File: src/hw/rtl/aob_pkg.sv
// Shared constants for the alpha-over blend pipeline.
// No dependencies.
package aob_pkg;
  localparam int unsigned ChW = 8;
  localparam int unsigned OpW = 9;
  localparam logic [8:0] OpacityFull = 9'd256;
  localparam logic [7:0] AlphaMax = 8'd255;
  localparam int unsigned QBits = 8;
  localparam int unsigned NumW = 25;
  localparam int unsigned Latency = 12;
endpackage

File: src/hw/rtl/alpha_over_blend_top.sv
// Top level of the straight-alpha RGBA8 source-over blend pipeline.
// Depends on aob_pkg.
// start reaches done through v1, v2, v3, v[0] and the divide stages; throughput one word per cycle.
// Eight stages run a restoring divide, one quotient bit each, for three colors.
// busy stays low; the receiver cannot stall, so nothing ever holds.
// Reset clears all valid bits and sets opacity to 256.
module alpha_over_blend_top (
  input  logic       clk,
  input  logic       rst,
  input  logic       start,
  output logic       busy,
  input  logic       opacity_we,
  input  logic [8:0] opacity_wdata,
  input  logic [7:0] src_red,
  input  logic [7:0] src_green,
  input  logic [7:0] src_blue,
  input  logic [7:0] src_a,
  input  logic [7:0] dst_red,
  input  logic [7:0] dst_green,
  input  logic [7:0] dst_blue,
  input  logic [7:0] dst_alpha,
  output logic       done,
  output logic [7:0] out_red,
  output logic [7:0] out_green,
  output logic [7:0] out_blue,
  output logic [7:0] out_alpha
);
  localparam int unsigned NW = aob_pkg::NumW;
  localparam int unsigned QB = aob_pkg::QBits;

  logic [8:0] opacity;
  logic [15:0] sa_prod;
  logic [7:0] sa_in;

  logic v1;
  logic [7:0] sc1 [3];
  logic [7:0] dc1 [3];
  logic [7:0] sa1, da1;

  logic v2, byp2;
  logic [31:0] bp2;
  logic [7:0] sc2 [3];
  logic [7:0] dc2 [3];
  logic [15:0] sa255_2, w2;

  logic v3, byp3;
  logic [31:0] bp3;
  logic [23:0] ps3 [3];
  logic [23:0] pd3 [3];
  logic [15:0] den3;
  logic [16:0] al_sum;

  logic v [QB+1];
  logic byp [QB+1];
  logic [31:0] bp [QB+1];
  logic [15:0] den [QB+1];
  logic [7:0] al [QB+1];
  logic [NW-1:0] rem [QB+1][3];
  logic [7:0] q [QB+1][3];

  assign busy = 1'b0;

  always_ff @(posedge clk) begin
    if (rst) begin
      opacity <= aob_pkg::OpacityFull;
    end else if (opacity_we) begin
      opacity <= opacity_wdata;
    end
  end

  assign sa_prod = 16'(src_a) * 16'(opacity[7:0]);
  assign sa_in = (opacity < aob_pkg::OpacityFull) ? sa_prod[15:8] : src_a;

  always_ff @(posedge clk) begin
    if (rst) begin
      v1 <= 1'b0;
      v2 <= 1'b0;
      v3 <= 1'b0;
    end else begin
      v1 <= start;
      v2 <= v1;
      v3 <= v2;
    end
    sc1[0] <= src_red;
    sc1[1] <= src_green;
    sc1[2] <= src_blue;
    dc1[0] <= dst_red;
    dc1[1] <= dst_green;
    dc1[2] <= dst_blue;
    sa1 <= sa_in;
    da1 <= dst_alpha;

    sc2 <= sc1;
    dc2 <= dc1;
    sa255_2 <= {sa1, 8'd0} - {8'd0, sa1};
    w2 <= 16'(da1) * 16'(aob_pkg::AlphaMax - sa1);
    if (sa1 == 8'd0) begin
      byp2 <= 1'b1;
      bp2 <= {dc1[0], dc1[1], dc1[2], da1};
    end else begin
      byp2 <= (sa1 == aob_pkg::AlphaMax) || (da1 == 8'd0);
      bp2 <= {sc1[0], sc1[1], sc1[2], sa1};
    end

    byp3 <= byp2;
    bp3 <= bp2;
    den3 <= sa255_2 + w2;
    for (int c = 0; c < 3; c++) begin
      ps3[c] <= 24'(sc2[c]) * 24'(sa255_2);
      pd3[c] <= 24'(dc2[c]) * 24'(w2);
    end
  end

  assign al_sum = {1'b0, den3} + 17'd1 + {9'd0, den3[15:8]};

  always_ff @(posedge clk) begin
    if (rst) begin
      v[0] <= 1'b0;
    end else begin
      v[0] <= v3;
    end
    byp[0] <= byp3;
    bp[0] <= bp3;
    den[0] <= den3;
    al[0] <= al_sum[15:8];
    for (int c = 0; c < 3; c++) begin
      rem[0][c] <= NW'(ps3[c]) + NW'(pd3[c]);
      q[0][c] <= 8'd0;
    end
  end

  for (genvar k = 0; k < QB; k++) begin : g_div
    logic [NW-1:0] dsh;
    assign dsh = NW'(den[k]) << (QB - 1 - k);
    always_ff @(posedge clk) begin
      if (rst) begin
        v[k+1] <= 1'b0;
      end else begin
        v[k+1] <= v[k];
      end
      byp[k+1] <= byp[k];
      bp[k+1] <= bp[k];
      den[k+1] <= den[k];
      al[k+1] <= al[k];
      for (int c = 0; c < 3; c++) begin
        if (rem[k][c] >= dsh) begin
          rem[k+1][c] <= rem[k][c] - dsh;
          q[k+1][c] <= {q[k][c][6:0], 1'b1};
        end else begin
          rem[k+1][c] <= rem[k][c];
          q[k+1][c] <= {q[k][c][6:0], 1'b0};
        end
      end
    end
  end

  assign done = v[QB];
  assign out_red = byp[QB] ? bp[QB][31:24] : q[QB][0];
  assign out_green = byp[QB] ? bp[QB][23:16] : q[QB][1];
  assign out_blue = byp[QB] ? bp[QB][15:8] : q[QB][2];
  assign out_alpha = byp[QB] ? bp[QB][7:0] : al[QB];
endmodule

File: config.mk
export PLATFORM = sky130hd
export DESIGN_NAME = alpha_over_blend_top
export DESIGN_NICKNAME = d
export VERILOG_FILES = /design/src/hw/rtl/aob_pkg.sv /design/src/hw/rtl/alpha_over_blend_top.sv
export SDC_FILE = /design/constraint.sdc
export NUM_CORES = 2
export LEC_CHECK = 0
export ABC_CLOCK_PERIOD_IN_PS = 10100
export BUFFER_PORTS_ARGS = -buffer_cell sky130_fd_sc_hd__buf_4
export CORE_MARGIN = 5
export CORE_UTILIZATION = 65
export DETAILED_ROUTE_END_ITERATION = 16
export PLACE_DENSITY = 0.88
export REMOVE_ABC_BUFFERS = 1
export SLEW_MARGIN = 20
export SYNTH_ARGS = -nofsm -noshare
export SYNTH_HDL_FRONTEND = slang
export SYNTH_SLANG_ARGS = --single-unit
export TNS_END_PERCENT = 50
File: constraint.sdc
create_clock -name clk -period 10.1 [get_ports clk]
set_clock_uncertainty 0.15 [all_clocks]
set_input_delay 2.02 -clock clk [delete_from_list [all_inputs] [get_ports clk]]
set_output_delay 2.02 -clock clk [all_outputs]
set_load 0.05 [all_outputs]
==> flow_summary.toml <==
[detailed_routing]
vias_per_cell = 5.99
first_pass_iters = 8
drtIter0Drc = 5508
wl_per_cell_um = 21.6
drt_wl_total_um = 239000
num_vias = 66100
drc = 0
ant_nets = 0

[clocking]
root_buffer = "clkbuf_16"
cts_setup_buffers = 0
clk_pin_slew_ps = 60
cts_sinks = 1596
htreeDepth = 4
cts_max_path_buffers = 3
cts_tree = "done"
post_cts_resized = 0
numCtsBuffers = 156
hold_buffers = 0
clk_latency_ps = 830

[synth]
synth_cell_types = 95
yosys_register_bits = 1596
ys_top_cells_by_count = "1596 x dfxtp_1, 997 x inv_1, 815 x ha_1"
avgSynthCellArea_um2 = 9.78
yosysTopAreaCellShare_pct = 36.2
netlist_instances = 9033
netlist_area_mm2 = 0.0883
synth_area_leader_cell = "dfxtp_1"
synth_edf_count = 0
yosys_most_used_dff = "dfxtp_1"
yosys.cell_count.top_type = "dfxtp_1"
synth_area_leaders = "dfxtp_1 36%, fa_1 14%, ha_1 12%"
async_reset_ff_share_pct = 0
yosys_warnings = 0
seq_area_frac_synth_pct = 36.2

[global_routing]
busiest_layer = "met2"
met2_usage_pct = 56.1
met1_usage_pct = 37.9
grtUsageTotal_pct = 33.2
grt_max_degree = 36
grt.overflow.total = 0
antenna_found_initial = 13
grt_pass1_vias = 68100
met3_usage_pct = 5.87
grt_pass1_wl_um = 373000

[sta]
setup_tns_ps = 0
hold_viol = 0
tightest_slew_ps = 1180
rsz0062_at_grt = "false"
setup_viol = 0
relSlewSlack_pct = 20.9
finalCritPeriodShare_pct = 59.4
final-max-slew-violation-count = 0
whs_ps = 157
timing.final.crit_period_ps = 5990
fmax_ghz = 0.167

[cells_and_area]
fin_area_mm2 = 0.0967
layout.nets = 10600
drive_gt1_share_pct = 6.66
area_growth_syn_to_layout_pct = 9.45

[die]
dieWidth_um = 379
rows = 135
die_h_um = 379
start_util_pct = 65.3
core_mm2 = 0.135
die_area_mm2 = 0.143
ioPinCount = 111

[setup_path]
crit_arrival_ps = 6500
crit_slowest_cell = "dfxtp_1"
slowest_delay_ps = 1100
critPathMaxFanout = 25
worst_ep_required_time_ps = 10610
ff2ff_setup_slack_ps = 4110
cp_num_buf_inv = 2
crit_path_frequent_cell = "fa_1"
worstSetupPathType = "flop to flop"
cp-end-kind = "flop"
crit_chain = "and2_1 -> fa_1 -> fa_1 -> fa_1 -> inv_1 -> fa_1 -> inv_1 -> ha_1 -> o21ai_0 -> a21oi_1 -> o21a_1 -> o21ai_0 -> o22ai_1 -> o21ai_0 -> o2111ai_1 -> a21oi_1 -> xnor2_1"
critPathTopFamily = "adder cells"
startpoint_type = "flop"

[placement]
placed_cell_area_mm2 = 0.0909
place.gp.congestion = 1.01
place_hpwl_um = 174000
io_buffer_count = 109

[flow_run]
maxCapViolCount = 0

[hold_path]
hold_class = "flop to flop"

[outcome]
status = "finished, final reports clean"
-- metrics by stage --
stage                     setup WS, ps  util (%)  cells
final                             4110      71.5  11000
after global routing              3900      71.5  11000
after CTS                         4230      71.4  11000
after detailed placement          3640      67.2  10700
after global placement            3560      67.2  10700
after floorplan                   4090         -   8815
-- cell families after synthesis --
family | after synthesis | share of synthesized area [%]
compound gates | 1509 | 10.8
buf+inv | 1220 | 5.28
xor+xnor | 539 | 5.34
flops | 1596 | 36.2
other cells | 1 | 0.00424
mux | 149 | 1.85
fa+ha+maj | 1416 | 25.2
simple gates | 2603 | 15.4
-- state kept, by name, summed over array words and instances (netlist names), 32 cells and up --
name  count
bp      288
al       72
q       108
rem     600
bp3      32
pd3      72
bp2      32
den     128
ps3      72
-- cells in the final DEF, fill, tap and decap left out, types with 213 or more instances in the layout --
cell,count
xor2_1,213
and2_1,719
fa_1,601
nand2_1,621
dfxtp_1,1595
a21oi_1,426
nor2_1,417
xnor2_1,326
ha_1,815
o21ai_0,398
inv_1,997
-- path summary, 6_finish.rpt --
| path | cells after the start | start | endpoint |
|---|---|---|---|
| worst max-delay path | 17 | w2[6]$_DFF_P_ | pd3[0][47]$_DFF_P_ |
| worst min-delay path | 0 | bp3[1]$_DFF_P_ | bp[0][1]$_DFF_P_ |
| worst max register to register | 17 | w2[6]$_DFF_P_ | pd3[0][47]$_DFF_P_ |
| worst min register to register | 0 | bp3[1]$_DFF_P_ | bp[0][1]$_DFF_P_ |
-- worst register-to-register path, cell delays in order, from the launching register on --
cell	delay, ps
dfxtp_1	1100
and2_1	330
fa_1	490
fa_1	520
fa_1	530
inv_1	50
fa_1	510
inv_1	70
ha_1	370
o21ai_0	140
a21oi_1	270
o21a_1	210
o21ai_0	160
o22ai_1	310
o21ai_0	210
o2111ai_1	230
a21oi_1	100
xnor2_1	120
-- final cells by class --
cell class	count	area, um^2
repair buffers	153	1160
clock buffers	192	4290
inverters	1002	3760
fillers	9000	38600
multi-input cells	6217	51800
flip-flops and latches	1596	32000
diodes	5	12.5
well taps	1781	2230
clock inverters	89	1500
-- layer usage --
metal,wire (um),vias up,part of all wire (%)
li1,-,30100,-
met1,86600,31900,36
met2,115000,3109,48
met3,16500,1029,6.9
met4,20900,6,8.7
met5,45,-,0.019
Power is not shown: default switching activity piles up to over one toggle a cycle in this logic, so the estimate is an artifact.
